## src/hdl/ast_pkg.sv

```systemverilog
// Shared types and constants of the alarm schedule table.
package ast_pkg;

	localparam logic [11:0] YEAR_FLOOR = 12'd2020;
	localparam logic [6:0]  MINUTE_NONE = 7'd127;
	localparam logic [2:0]  WEEKDAYS = 3'd7;

	typedef enum logic [1:0] {
		KIND_TICK   = 2'd0,
		KIND_ADD    = 2'd1,
		KIND_DELETE = 2'd2,
		KIND_ENABLE = 2'd3
	} ast_kind_t;

	typedef enum logic [3:0] {
		CMD_POWER_ON   = 4'd0,
		CMD_POWER_OFF  = 4'd1,
		CMD_FILTER_ON  = 4'd2,
		CMD_FILTER_OFF = 4'd3,
		CMD_HEATER_ON  = 4'd4,
		CMD_HEATER_OFF = 4'd5,
		CMD_BUBBLE_ON  = 4'd6,
		CMD_BUBBLE_OFF = 4'd7,
		CMD_SET_TEMP   = 4'd8,
		CMD_STATUS     = 4'd9
	} ast_cmd_t;

	typedef enum logic [1:0] {
		STS_OK        = 2'd0,
		STS_FULL      = 2'd1,
		STS_NOT_FOUND = 2'd2
	} ast_status_t;

	typedef enum logic [2:0] {
		ST_IDLE,
		ST_START,
		ST_READ,
		ST_EVAL,
		ST_FIRE,
		ST_FLUSH
	} ast_state_t;

	typedef struct packed {
		logic [1:0]  kind;
		logic [11:0] year;
		logic [3:0]  month;
		logic [4:0]  day;
		logic [4:0]  hour;
		logic [5:0]  minute;
		logic [6:0]  day_field;
		logic [1:0]  entry_flags;
		logic [8:0]  actions;
		logic [6:0]  temp_value;
		logic [15:0] entry_id;
		logic        power_is_on;
	} ast_in_t;

	typedef struct packed {
		logic [3:0]  command;
		logic [6:0]  command_value;
		logic [1:0]  status;
		logic [15:0] assigned_id;
		logic        last;
	} ast_out_t;

	typedef struct packed {
		logic [15:0] id;
		logic [11:0] year;
		logic [3:0]  month;
		logic [4:0]  day;
		logic [4:0]  hour;
		logic [5:0]  minute;
		logic [6:0]  mask;
		logic        enabled;
		logic        recurring;
		logic [8:0]  acts;
		logic [6:0]  temp;
	} ast_entry_t;

	// beat request from the sequencer to the output stage
	typedef struct packed {
		logic     push;
		logic     flush;
		ast_out_t beat;
	} ast_emit_req_t;

	typedef struct packed {
		logic stall;
		logic pend;
	} ast_emit_sts_t;

endpackage

```

## src/hdl/alarm_schedule_table_unit.sv

```systemverilog
// Top level of the alarm schedule table: sequencer over the entry RAM.
//
//  channel | dir | handshake            | payload
//  --------+-----+----------------------+---------------------------------
//  req     | in  | req_valid/req_ready  | req_data  (ast_in_t)
//  rsp     | out | rsp_valid/rsp_ready  | rsp_data  (ast_out_t), several beats
//
// One item at a time. Add: status beat and RAM write, then flush. Edits and ticks
// scan the stored entries (RAM read, then evaluate and write back) and fire each command beat in turn.
// Reset clears count and next id and sets last minute to none; the entry RAM
// holds no reset state, since only entries below the count are ever read.
// A held output beat stalls beat generation only; req_ready rises again as
// soon as the last beat sits in the output register.
module alarm_schedule_table_unit import ast_pkg::*; #(
	parameter int MAX_ENTRIES = 10
) (
	input  logic     clk,
	input  logic     arst_n,
	input  logic     req_valid,
	output logic     req_ready,
	input  ast_in_t  req_data,
	output logic     rsp_valid,
	input  logic     rsp_ready,
	output ast_out_t rsp_data
);

	localparam int IW = (MAX_ENTRIES > 1) ? $clog2(MAX_ENTRIES) : 1;
	localparam int CW = $clog2(MAX_ENTRIES + 1);
	localparam logic [CW-1:0] CNT_MAX = CW'(MAX_ENTRIES);

	ast_state_t    state_q, state_d;
	ast_in_t       in_q;
	logic [CW-1:0] idx_q, idx_d;     // read pointer of the compaction scan
	logic [CW-1:0] wr_q, wr_d;       // write pointer, never ahead of idx
	logic [CW-1:0] count_q, count_d;
	logic [15:0]   next_id_q, next_id_d;
	logic [6:0]    last_min_q, last_min_d;
	logic          found_q, found_d;
	logic [5:0]    gen_q, gen_d;     // pending commands of a fired entry
	logic [8:0]    acts_q;
	logic [6:0]    temp_q;
	logic          fire_ld;

	logic          ram_we, ram_re;
	logic [IW-1:0] ram_waddr, ram_raddr;
	ast_entry_t    ram_wdata, ent;

	ast_emit_req_t emit_req;
	ast_emit_sts_t emit_sts;

	// entry evaluation against the latched item
	logic       tmatch, rec_hit, date_hit, hit, id_hit, wants_on, pwr_eff;
	logic [7:0] mask_ext;
	logic [5:0] gen_new;
	ast_out_t   fire_beat, status_beat;

	ast_ram #(
		.WIDTH($bits(ast_entry_t)),
		.DEPTH(MAX_ENTRIES)
	) u_ram (
		.clk  (clk),
		.we   (ram_we),
		.waddr(ram_waddr),
		.wdata(ram_wdata),
		.re   (ram_re),
		.raddr(ram_raddr),
		.rdata(ent)
	);

	ast_emit u_emit (
		.clk      (clk),
		.arst_n   (arst_n),
		.req      (emit_req),
		.sts      (emit_sts),
		.rsp_valid(rsp_valid),
		.rsp_ready(rsp_ready),
		.rsp_data (rsp_data)
	);

	assign req_ready = (state_q == ST_IDLE);

	assign mask_ext = {1'b0, ent.mask};
	assign tmatch   = ent.enabled && (ent.hour == in_q.hour) && (ent.minute == in_q.minute);
	assign rec_hit  = (in_q.day_field < {4'd0, WEEKDAYS}) && mask_ext[in_q.day_field[2:0]];
	assign date_hit = (ent.year == in_q.year) && (ent.month == in_q.month)
		&& (ent.day == in_q.day);
	assign hit      = tmatch && (ent.recurring ? rec_hit : date_hit);
	assign id_hit   = (ent.id == in_q.entry_id);

	// auto power-on comes first, then power, filter, heater, bubble, temperature
	assign wants_on = (ent.acts[3:2] == 2'b11) || (ent.acts[5:4] == 2'b11)
		|| (ent.acts[7:6] == 2'b11) || ent.acts[8];
	assign pwr_eff  = in_q.power_is_on || wants_on;
	assign gen_new  = {pwr_eff && ent.acts[8], pwr_eff && ent.acts[6],
		pwr_eff && ent.acts[4], pwr_eff && ent.acts[2], ent.acts[0],
		wants_on && !in_q.power_is_on};

	always_comb begin
		fire_beat = '0;
		if (gen_q[0]) begin
			fire_beat.command = CMD_POWER_ON;
		end else if (gen_q[1]) begin
			fire_beat.command = acts_q[1] ? CMD_POWER_ON : CMD_POWER_OFF;
		end else if (gen_q[2]) begin
			fire_beat.command = acts_q[3] ? CMD_FILTER_ON : CMD_FILTER_OFF;
		end else if (gen_q[3]) begin
			fire_beat.command = acts_q[5] ? CMD_HEATER_ON : CMD_HEATER_OFF;
		end else if (gen_q[4]) begin
			fire_beat.command = acts_q[7] ? CMD_BUBBLE_ON : CMD_BUBBLE_OFF;
		end else begin
			fire_beat.command       = CMD_SET_TEMP;
			fire_beat.command_value = temp_q;
		end
	end

	always_comb begin
		state_d    = state_q;
		idx_d      = idx_q;
		wr_d       = wr_q;
		count_d    = count_q;
		next_id_d  = next_id_q;
		last_min_d = last_min_q;
		found_d    = found_q;
		gen_d      = gen_q;
		fire_ld    = 1'b0;
		ram_we     = 1'b0;
		ram_re     = 1'b0;
		ram_waddr  = wr_q[IW-1:0];
		ram_raddr  = idx_q[IW-1:0];
		ram_wdata  = ent;
		emit_req   = '0;
		status_beat         = '0;
		status_beat.command = CMD_STATUS;
		status_beat.status  = found_q ? STS_OK : STS_NOT_FOUND;

		case (state_q)
			ST_IDLE: begin
				if (req_valid) begin
					state_d = ST_START;
				end
			end
			ST_START: begin
				idx_d   = '0;
				wr_d    = '0;
				found_d = 1'b0;
				case (in_q.kind)
					KIND_TICK: begin
						if ({1'b0, in_q.minute} == last_min_q) begin
							state_d = ST_IDLE;
						end else begin
							last_min_d = {1'b0, in_q.minute};
							state_d = (in_q.year < YEAR_FLOOR) ? ST_IDLE : ST_READ;
						end
					end
					KIND_ADD: begin
						// output stage is empty here, the push never stalls
						emit_req.push = 1'b1;
						if (count_q >= CNT_MAX) begin
							status_beat.status = STS_FULL;
						end else begin
							status_beat.status      = STS_OK;
							status_beat.assigned_id = next_id_q;
							ram_we    = 1'b1;
							ram_waddr = count_q[IW-1:0];
							ram_wdata = '{id: next_id_q, year: in_q.year, month: in_q.month,
								day: in_q.day, hour: in_q.hour, minute: in_q.minute,
								mask: in_q.day_field, enabled: in_q.entry_flags[0],
								recurring: in_q.entry_flags[1], acts: in_q.actions,
								temp: in_q.temp_value};
							count_d   = count_q + 1'b1;
							next_id_d = next_id_q + 16'd1;
						end
						emit_req.beat = status_beat;
						state_d = ST_FLUSH;
					end
					default: begin
						state_d = ST_READ;
					end
				endcase
			end
			ST_READ: begin
				if (idx_q < count_q) begin
					ram_re  = 1'b1;
					state_d = ST_EVAL;
				end else if (in_q.kind == KIND_TICK) begin
					count_d = wr_q;
					state_d = ST_FLUSH;
				end else begin
					emit_req.push = 1'b1;
					emit_req.beat = status_beat;
					if (!emit_sts.stall) begin
						count_d = wr_q;
						state_d = ST_FLUSH;
					end
				end
			end
			ST_EVAL: begin
				idx_d   = idx_q + 1'b1;
				state_d = ST_READ;
				ram_we  = 1'b1;
				wr_d    = wr_q + 1'b1;
				case (in_q.kind)
					KIND_TICK: begin
						if (hit) begin
							gen_d   = gen_new;
							fire_ld = 1'b1;
							if (gen_new != '0) begin
								state_d = ST_FIRE;
							end
							// a fired one-shot entry is dropped from the table
							if (!ent.recurring) begin
								ram_we = 1'b0;
								wr_d   = wr_q;
							end
						end
					end
					KIND_DELETE: begin
						if (id_hit) begin
							found_d = 1'b1;
							ram_we  = 1'b0;
							wr_d    = wr_q;
						end
					end
					default: begin
						if (id_hit && !found_q) begin
							found_d = 1'b1;
							ram_wdata.enabled = in_q.entry_flags[0];
						end
					end
				endcase
			end
			ST_FIRE: begin
				emit_req.push = 1'b1;
				emit_req.beat = fire_beat;
				if (!emit_sts.stall) begin
					gen_d = gen_q & (gen_q - 6'd1);
					if ((gen_q & (gen_q - 6'd1)) == '0) begin
						state_d = ST_READ;
					end
				end
			end
			ST_FLUSH: begin
				emit_req.flush = 1'b1;
				if (!emit_sts.stall) begin
					state_d = ST_IDLE;
				end
			end
			default: begin
				state_d = ST_IDLE;
			end
		endcase
	end

	always_ff @(posedge clk or negedge arst_n) begin
		if (!arst_n) begin
			state_q    <= ST_IDLE;
			idx_q      <= '0;
			wr_q       <= '0;
			count_q    <= '0;
			next_id_q  <= '0;
			last_min_q <= MINUTE_NONE;
			found_q    <= 1'b0;
			gen_q      <= '0;
		end else begin
			state_q    <= state_d;
			idx_q      <= idx_d;
			wr_q       <= wr_d;
			count_q    <= count_d;
			next_id_q  <= next_id_d;
			last_min_q <= last_min_d;
			found_q    <= found_d;
			gen_q      <= gen_d;
		end
	end

	always_ff @(posedge clk) begin
		if (req_valid && req_ready) begin
			in_q <= req_data;
		end
		if (fire_ld) begin
			acts_q <= ent.acts;
			temp_q <= ent.temp;
		end
	end

	// no beat may be held back once a new item can enter
	a_idle_no_pend: assert property (@(posedge clk) disable iff (!arst_n)
		(state_q == ST_IDLE) |-> !emit_sts.pend)
		else $error("beat still pending while idle");

	a_count_bound: assert property (@(posedge clk) disable iff (!arst_n)
		count_q <= CNT_MAX)
		else $error("entry count above table depth");

	// compaction writes only entries already read
	a_wr_behind: assert property (@(posedge clk) disable iff (!arst_n)
		(state_q == ST_READ || state_q == ST_EVAL || state_q == ST_FIRE)
		|-> ((wr_q <= idx_q) && (idx_q <= count_q)))
		else $error("scan pointers out of order");

	a_fire_has_work: assert property (@(posedge clk) disable iff (!arst_n)
		(state_q == ST_FIRE) |-> (gen_q != '0))
		else $error("fire state with no command pending");

endmodule

```

## src/hdl/ast_ram.sv

```systemverilog
// Generic single-write, single-read RAM with registered read data.
module ast_ram #(
	parameter int WIDTH = 8,
	parameter int DEPTH = 16,
	localparam int AW = (DEPTH > 1) ? $clog2(DEPTH) : 1
) (
	input  logic             clk,
	input  logic             we,
	input  logic [AW-1:0]    waddr,
	input  logic [WIDTH-1:0] wdata,
	input  logic             re,
	input  logic [AW-1:0]    raddr,
	output logic [WIDTH-1:0] rdata
);

	logic [WIDTH-1:0] mem [DEPTH];

	always_ff @(posedge clk) begin
		if (we) begin
			mem[waddr] <= wdata;
		end
		if (re) begin
			rdata <= mem[raddr];
		end
	end

endmodule

```

## src/hdl/ast_emit.sv

```systemverilog
// Output stage: holds one beat back so the final beat can be marked last.
module ast_emit import ast_pkg::*; (
	input  logic          clk,
	input  logic          arst_n,
	input  ast_emit_req_t req,
	output ast_emit_sts_t sts,
	output logic          rsp_valid,
	input  logic          rsp_ready,
	output ast_out_t      rsp_data
);

	logic     pend_q;
	ast_out_t pend_beat_q;
	logic     ov_q;
	ast_out_t out_q;
	logic     slot_free;
	logic     send;
	ast_out_t send_beat;

	assign slot_free = !ov_q || rsp_ready;
	assign sts.stall = (req.push || req.flush) && pend_q && !slot_free;
	assign sts.pend  = pend_q;
	// the held beat moves out when something follows it or the item ends, once the output register is free
	assign send      = (req.push || req.flush) && pend_q && slot_free;

	always_comb begin
		send_beat      = pend_beat_q;
		send_beat.last = req.flush && !req.push;
	end

	always_ff @(posedge clk or negedge arst_n) begin
		if (!arst_n) begin
			pend_q <= 1'b0;
			ov_q   <= 1'b0;
		end else begin
			if (send) begin
				ov_q <= 1'b1;
			end else if (rsp_ready) begin
				ov_q <= 1'b0;
			end
			if (req.push && !sts.stall) begin
				pend_q <= 1'b1;
			end else if (req.flush && send) begin
				pend_q <= 1'b0;
			end
		end
	end

	always_ff @(posedge clk) begin
		if (send) begin
			out_q <= send_beat;
		end
		if (req.push && !sts.stall) begin
			pend_beat_q <= req.beat;
		end
	end

	assign rsp_valid = ov_q;
	assign rsp_data  = out_q;

endmodule
```

## config.mk

```make
export PLATFORM = sky130hd
export DESIGN_NAME = alarm_schedule_table_unit
export DESIGN_NICKNAME = d
export VERILOG_FILES = /design/src/hdl/ast_pkg.sv /design/src/hdl/alarm_schedule_table_unit.sv /design/src/hdl/ast_ram.sv /design/src/hdl/ast_emit.sv
export SDC_FILE = /design/constraint.sdc
export NUM_CORES = 1
export LEC_CHECK = 0
export ABC_AREA = 1
export BUFFER_PORTS_ARGS = -buffer_cell sky130_fd_sc_hd__buf_2
export CAP_MARGIN = 20
export CORE_ASPECT_RATIO = 0.9
export CORE_MARGIN = 10
export CORE_UTILIZATION = 53
export CTS_CLUSTER_DIAMETER = 100
export DETAILED_ROUTE_END_ITERATION = 12
export GPL_ROUTABILITY_DRIVEN = 0
export PLACE_DENSITY_LB_ADDON = 0.15
export REMOVE_ABC_BUFFERS = 1
export SYNTH_ARGS = -nofsm -noshare
export SYNTH_HDL_FRONTEND = slang
export SYNTH_SLANG_ARGS = --single-unit
```

## constraint.sdc

```tcl
create_clock -name clk -period 6.9 [get_ports clk]
set_input_delay 1.38 -clock clk [delete_from_list [all_inputs] [get_ports clk]]
set_output_delay 1.38 -clock clk [all_outputs]
set_load 0.005 [all_outputs]
```

==> Word-level counts from Yosys, hierarchy flattened <==
Memories as Yosys holds them, arrays and structs flattened. A register that Yosys moved wholly into a read port is not among the register bits.
Index checks and enable logic that the tools add are counted.
{ "word_totals": {"ff_bits": 197, "mem_bits_rw": 730, "inputBits": 80, "word_cells": 219, "memories": 1} }
{ "mem_list": {"columns": ["name", "words", "width", "rd", "rd_clocked_by_memory_dff", "wr", "line", "rtl"], "rows": [
  ["u_ram.mem", 10, 73, 1, 1, 1, "ast_ram.sv:16", "logic [WIDTH-1:0] mem [DEPTH];"]
]} }
{ "classes": {"add_sub_neg": 5, "magnitude_cmp": 5, "eq_ne": 33, "n_mux": 91, "bitwise_logic": 3, "reduce_logical": 48} }
{ "ops": {"columns": ["cell", "count"], "rows": [
  ["$mux W73", 2],
  ["$mux W30", 3],
  ["$pmux W30 S3", 1],
  ["$mux W4", 16],
  ["$mux W55", 1],
  ["$mux W7", 5],
  ["$pmux W4 S2", 4],
  ["$mux W1", 31],
  ["$mux W3", 10],
  ["$logic_and A1 B1 Y1", 19],
  ["$mux W6", 3],
  ["$ne A2 B2 Y1 const B", 9],
  ["$pmux W3 S6", 1],
  ["$mux W17", 1],
  ["$add A16 B1 Y16 const B", 1],
  ["$eq A16 B16 Y1", 1],
  ["$mux W16", 1],
  ["$add A4 B1 Y4 const B", 3],
  ["$eq A12 B12 Y1", 1],
  ["$lt A12 B11 Y1 const B", 1],
  ["$pmux W6 S2", 1],
  ["$eq A5 B5 Y1", 2],
  ["$pmux W1 S2", 5],
  ["$reduce_and A5 Y1", 2],
  ["34 further kinds", 61]
]} }

==> Longest topological paths before layout <==
{ "depth": {"word_depth": 11, "depth_mapped": 14, "mapped_depth_nobuf": 14} }

==> Hierarchy <==
A second synthesis with hierarchy kept.
{ "hier_totals": {"cells_unflattened": 3872, "hier_area_um2": 42100.4} }
{ "modules_own_cells": {"columns": ["module", "instances", "cells_per_inst", "area_each_um2", "seq_area_each_um2"], "rows": [
  ["ast_ram", 1, 2870, 32768.9, 24113.1],
  ["alarm_schedule_table_unit", 1, 923, 7434.6, 3747.3],
  ["ast_emit", 1, 79, 1896.8, 1821.7]
]} }

==> Worst setup path before layout <==
No wires, ideal clock.
{ "synth_path": {"kind": "register to register", "from": "register count_q[0]", "to": "memory u_ram.mem[0][0] (netlist name), enable pin", "setup_time_ns": 0.528, "arrival_ns": 5.130, "required_time_ns": 6.372, "path_slack_ns": 1.242, "path_stages_with_launch": 14, "cell_sequence": "dfrtp_1 inv_1 ha_1 nor2_1 nand2_1 nand2_1 nand2_2 inv_2 or2_2 o21ai_2 inv_1 nor2_2 nand2_1 a21oi_1"} }
{ "synth_between": {"elab_chain_cells": 6, "word_cells_on_any_way": 9} }
{ "synth_rtl": {"columns": ["element", "line", "rtl"], "rows": [
  ["from (decl)", "alarm_schedule_table_unit.sv:35", "logic [CW-1:0] count_q, count_d;"],
  ["from (signal assigned)", "alarm_schedule_table_unit.sv:268", "count_q <= count_d;"],
  ["$ge A4 B4 Y1", "alarm_schedule_table_unit.sv:158", "if (count_q >= CNT_MAX) begin"],
  ["$mux W1", "alarm_schedule_table_unit.sv:158", null],
  ["$mux W1", "alarm_schedule_table_unit.sv:146", "case (in_q.kind)"],
  ["$pmux W1 S2", "alarm_schedule_table_unit.sv:136", "case (state_q)"],
  ["$mux W1", "ast_ram.sv:19", "if (we) begin"],
  ["$mux W1 (not written as such)", "ast_ram.sv:20", "mem[waddr] <= wdata;"],
  ["to (decl)", "ast_ram.sv:16", null]
]} }
Parallel ways exist; a longest one is shown, timed or not.

==> Worst setup path after layout <==
{ "layout_path": {"from": "register count_q[0]", "to": "memory u_ram.mem[7][12] (netlist name), enable pin"} }
Same word-level chain as after synthesis.

==> impl_metrics.yaml <==
detailed_routing:
  drt_iter0_drc: 2556
  drtPass1Iterations: 5
  vias_per_cell: 5.917
  ant_nets: 0
  vias: 25010
  post_drt_wl_per_cell_um: 23.06
  routed_wl_mm: 97.48
  drcViolationCount: 0
synth:
  syn_area_um2: 39300
  synthCells: 3077
  ys_top_cells_by_count: "edfxtp_1, nor2_1, o21ai_0, nand2_1, o22ai_1"
  syn_avg_cell_area_um2: 12.77
  yosysSeqAreaShare_pct: 75.54
  synth-seq-cells: 996
  synth_edf_count: 949
  yosys_warnings: 0
  ys_types: 39
  synthTopCellsByArea: "edfxtp_1, o21ai_0, nor2_1"
  ys.flop_type: "edfxtp_1"
  async_flop_share_pct: 4.719
  yosysTopAreaCell: "edfxtp_1"
  synth_top_area_share_pct: 72.52
  yosysMostFrequentCell: "edfxtp_1"
final_layout:
  final_cells: 4227
  antenna_cells: 0
  nNetsFinal: 3267
  area_growth_pct: 13.22
  layout-drive-gt1-share_pct: 11.42
  fillCellCount: 5585
setup_path:
  cp.arrival_ps: 4740
  critPathRequiredTime_ps: 7210
  start_kind: "flip-flop"
  cp-end-kind: "flip-flop"
  worst-setup-path-type: "reg -> reg"
  worstPathMaxFanout: 37
sta:
  max_slew_margin_pct: 19.66
  finalSetupViolations: 0
  hold_viol: 0
  clock.fmax_mhz: 225.8
  tightestPinTransition_ps: 1192
  post-route-period-util_pct: 64.18
  skew_ps: 21.86
  holdWs_ps: 414.7
  fin_crit_ps: 4428
  slew_violations: 0
  grt_setup_unrepaired: "no"
pwr:
  power.total_mw: 18.37
  switching_share_pct: 31.70
  switchingPower_mw: 5.823
  p_int_mw: 12.55
  combPwrFrac_pct: 22.6
  power.share.clock_pct: 30.5
  power.leakage_nw: 15.65
  peakVddDrop_mv: 0.2502
  seq_power_share_pct: 46.9
  power_density_nw_per_um2: 412.9
grt:
  grt_max_degree: 205
  grt_util_all_layers_pct: 22.45
  grt_pass1_wl_mm: 148.6
  antenna_found_initial: 1
  grt_overflow: 0
  grt_pass1_vias: 24690
die:
  ios: 112
  chipWidth_um: 307.0
  row_count: 94
  dieArea_um2: 85450
  initial_core_util_pct: 53.63
  die_h_um: 278.3
  core_um2: 73270
job:
  max-cap-violations: 0
place:
  place_inst: 4020
  hpwl_mm: 51.28
  io_buffers: 111
clock_tree:
  clock_latency_ps: 680
  cts_max_level: 3
  cts.sinks: 996
  cts_post_setup_buffers_inserted: 0
  cts_tree: "done"
  cts_max_path_buffers: 3
  ctsResizeCount: 0
  root_buffer: "clkbuf_16"
  hold_buffers: 0
  cts_inserted_buffers: 100
  clk_pin_slew_worst_paths_ps: 60
hold_path:
  hp-class: "reg -> reg"
run_status:
  status: "finished clean"
==> metrics by stage <==
step | area [µm²] | util (%) | TNS [ps] | setup slack [ps]
floorplan | 38610 | - | -782560 | -4534
global placement | 40880 | 55.80 | 0 | 2490
detailed placement | 40920 | 55.85 | 0 | 2494
CTS | 44330 | 60.50 | 0 | 2458
global route | 44490 | 60.72 | 0 | 2209
finish | 44490 | 60.72 | 0 | 2472
==> cells in the final DEF, fill, tap and decap left out, types with 4 or more instances in the layout <==
cell and count:
a21oi_1 11, a21oi_4 10, buf_12 8, buf_2 114
buf_4 31, bufinv_16 14, clkbuf_1 10, clkbuf_16 102
clkbuf_4 11, clkinv_1 25, clkinv_2 26, clkinvlp_4 5
dfrtp_1 36, dfstp_2 7, edfxtp_1 949, ha_1 8
inv_1 138, inv_16 4, inv_2 4, nand2_1 328
nand3_1 51, nand4_1 13, nor2_1 523, nor3_1 11
o21ai_0 512, o21ai_1 4, o22ai_1 223, or2_2 4
xnor2_1 18, xor2_1 21
==> power groups by stage <==
stage,clock network (mW),logic (mW),registers [mW]
4_1_cts,5.66,4.08,8.63
2_1_floorplan,0,2.55,8.73
3_3_place_gp,0,3.91,8.72
3_5_place_dp,0,4.07,8.75
6_report,5.60,4.15,8.62
5_1_grt,5.92,4.64,8.69
==> routing by layer <==
layer / global-route usage [%] / wire length [µm]
met5: 0 / 13
met4: 6.978 / 2640
met3: 3.150 / 7100
met2: 36.98 / 46690
met1: 30.84 / 41040
==> cell type report <==
type	count	area, µm²	area share, %
flip-flops and latches	996	29690	66.74
well taps	960	1201	2.700
clock inverters	77	807.0	1.814
inverters	146	559.3	1.257
clock buffers	113	2604	5.852
multi-input cells	1767	8531	19.17
repair buffers	168	1097	2.466
==> flip-flops by register name (all words and copies together) (netlist names), 6 cells and up <==
name / cells
next_id_q: 16
u_emit.pend_beat_q: 29
last_min_q: 7
gen_q: 6
u_ram.mem: 730
u_ram.rdata: 73
u_emit.rsp_data: 30
in_q: 76
temp_q: 7
==> logic make-up after synthesis <==
logic type / count (synthesis) / share of synthesized area [%]
compound gates: 769 / 10.56
xor+xnor: 39 / 0.8693
fa+ha+maj: 8 / 0.2547
buf+inv: 314 / 3.133
flops: 996 / 75.54
simple gates: 951 / 9.641
==> worst paths after layout <==
kind,start,endpoint,slack (ps),cells after the start
worst min-delay path,u_emit.pend_beat_q[22],u_emit.rsp_data[22],410,0
max in group asynchronous,arst_n,idx_q[0],5480,2
min in group asynchronous,arst_n,next_id_q[0],850,2
worst max register to register,count_q[0],u_ram.mem[7][12],2470,13
worst max-delay path,count_q[0],u_ram.mem[7][12],2470,13
worst min register to register,u_emit.pend_beat_q[22],u_emit.rsp_data[22],410,0
==> critical path, cell delays in order (launching register included) <==
cell and delay, ps:
dfrtp_1 380, inv_1 100, ha_1 210, nor2_1 120, nand2_1 90, nand2_1 220, nand2_8 240, inv_2 720
or2_2 240, o21ai_2 60, nor2_1 210, nand2_1 140, a21oi_4 760, buf_4 560
No activity file was read; power rests on OpenSTA's default activity.
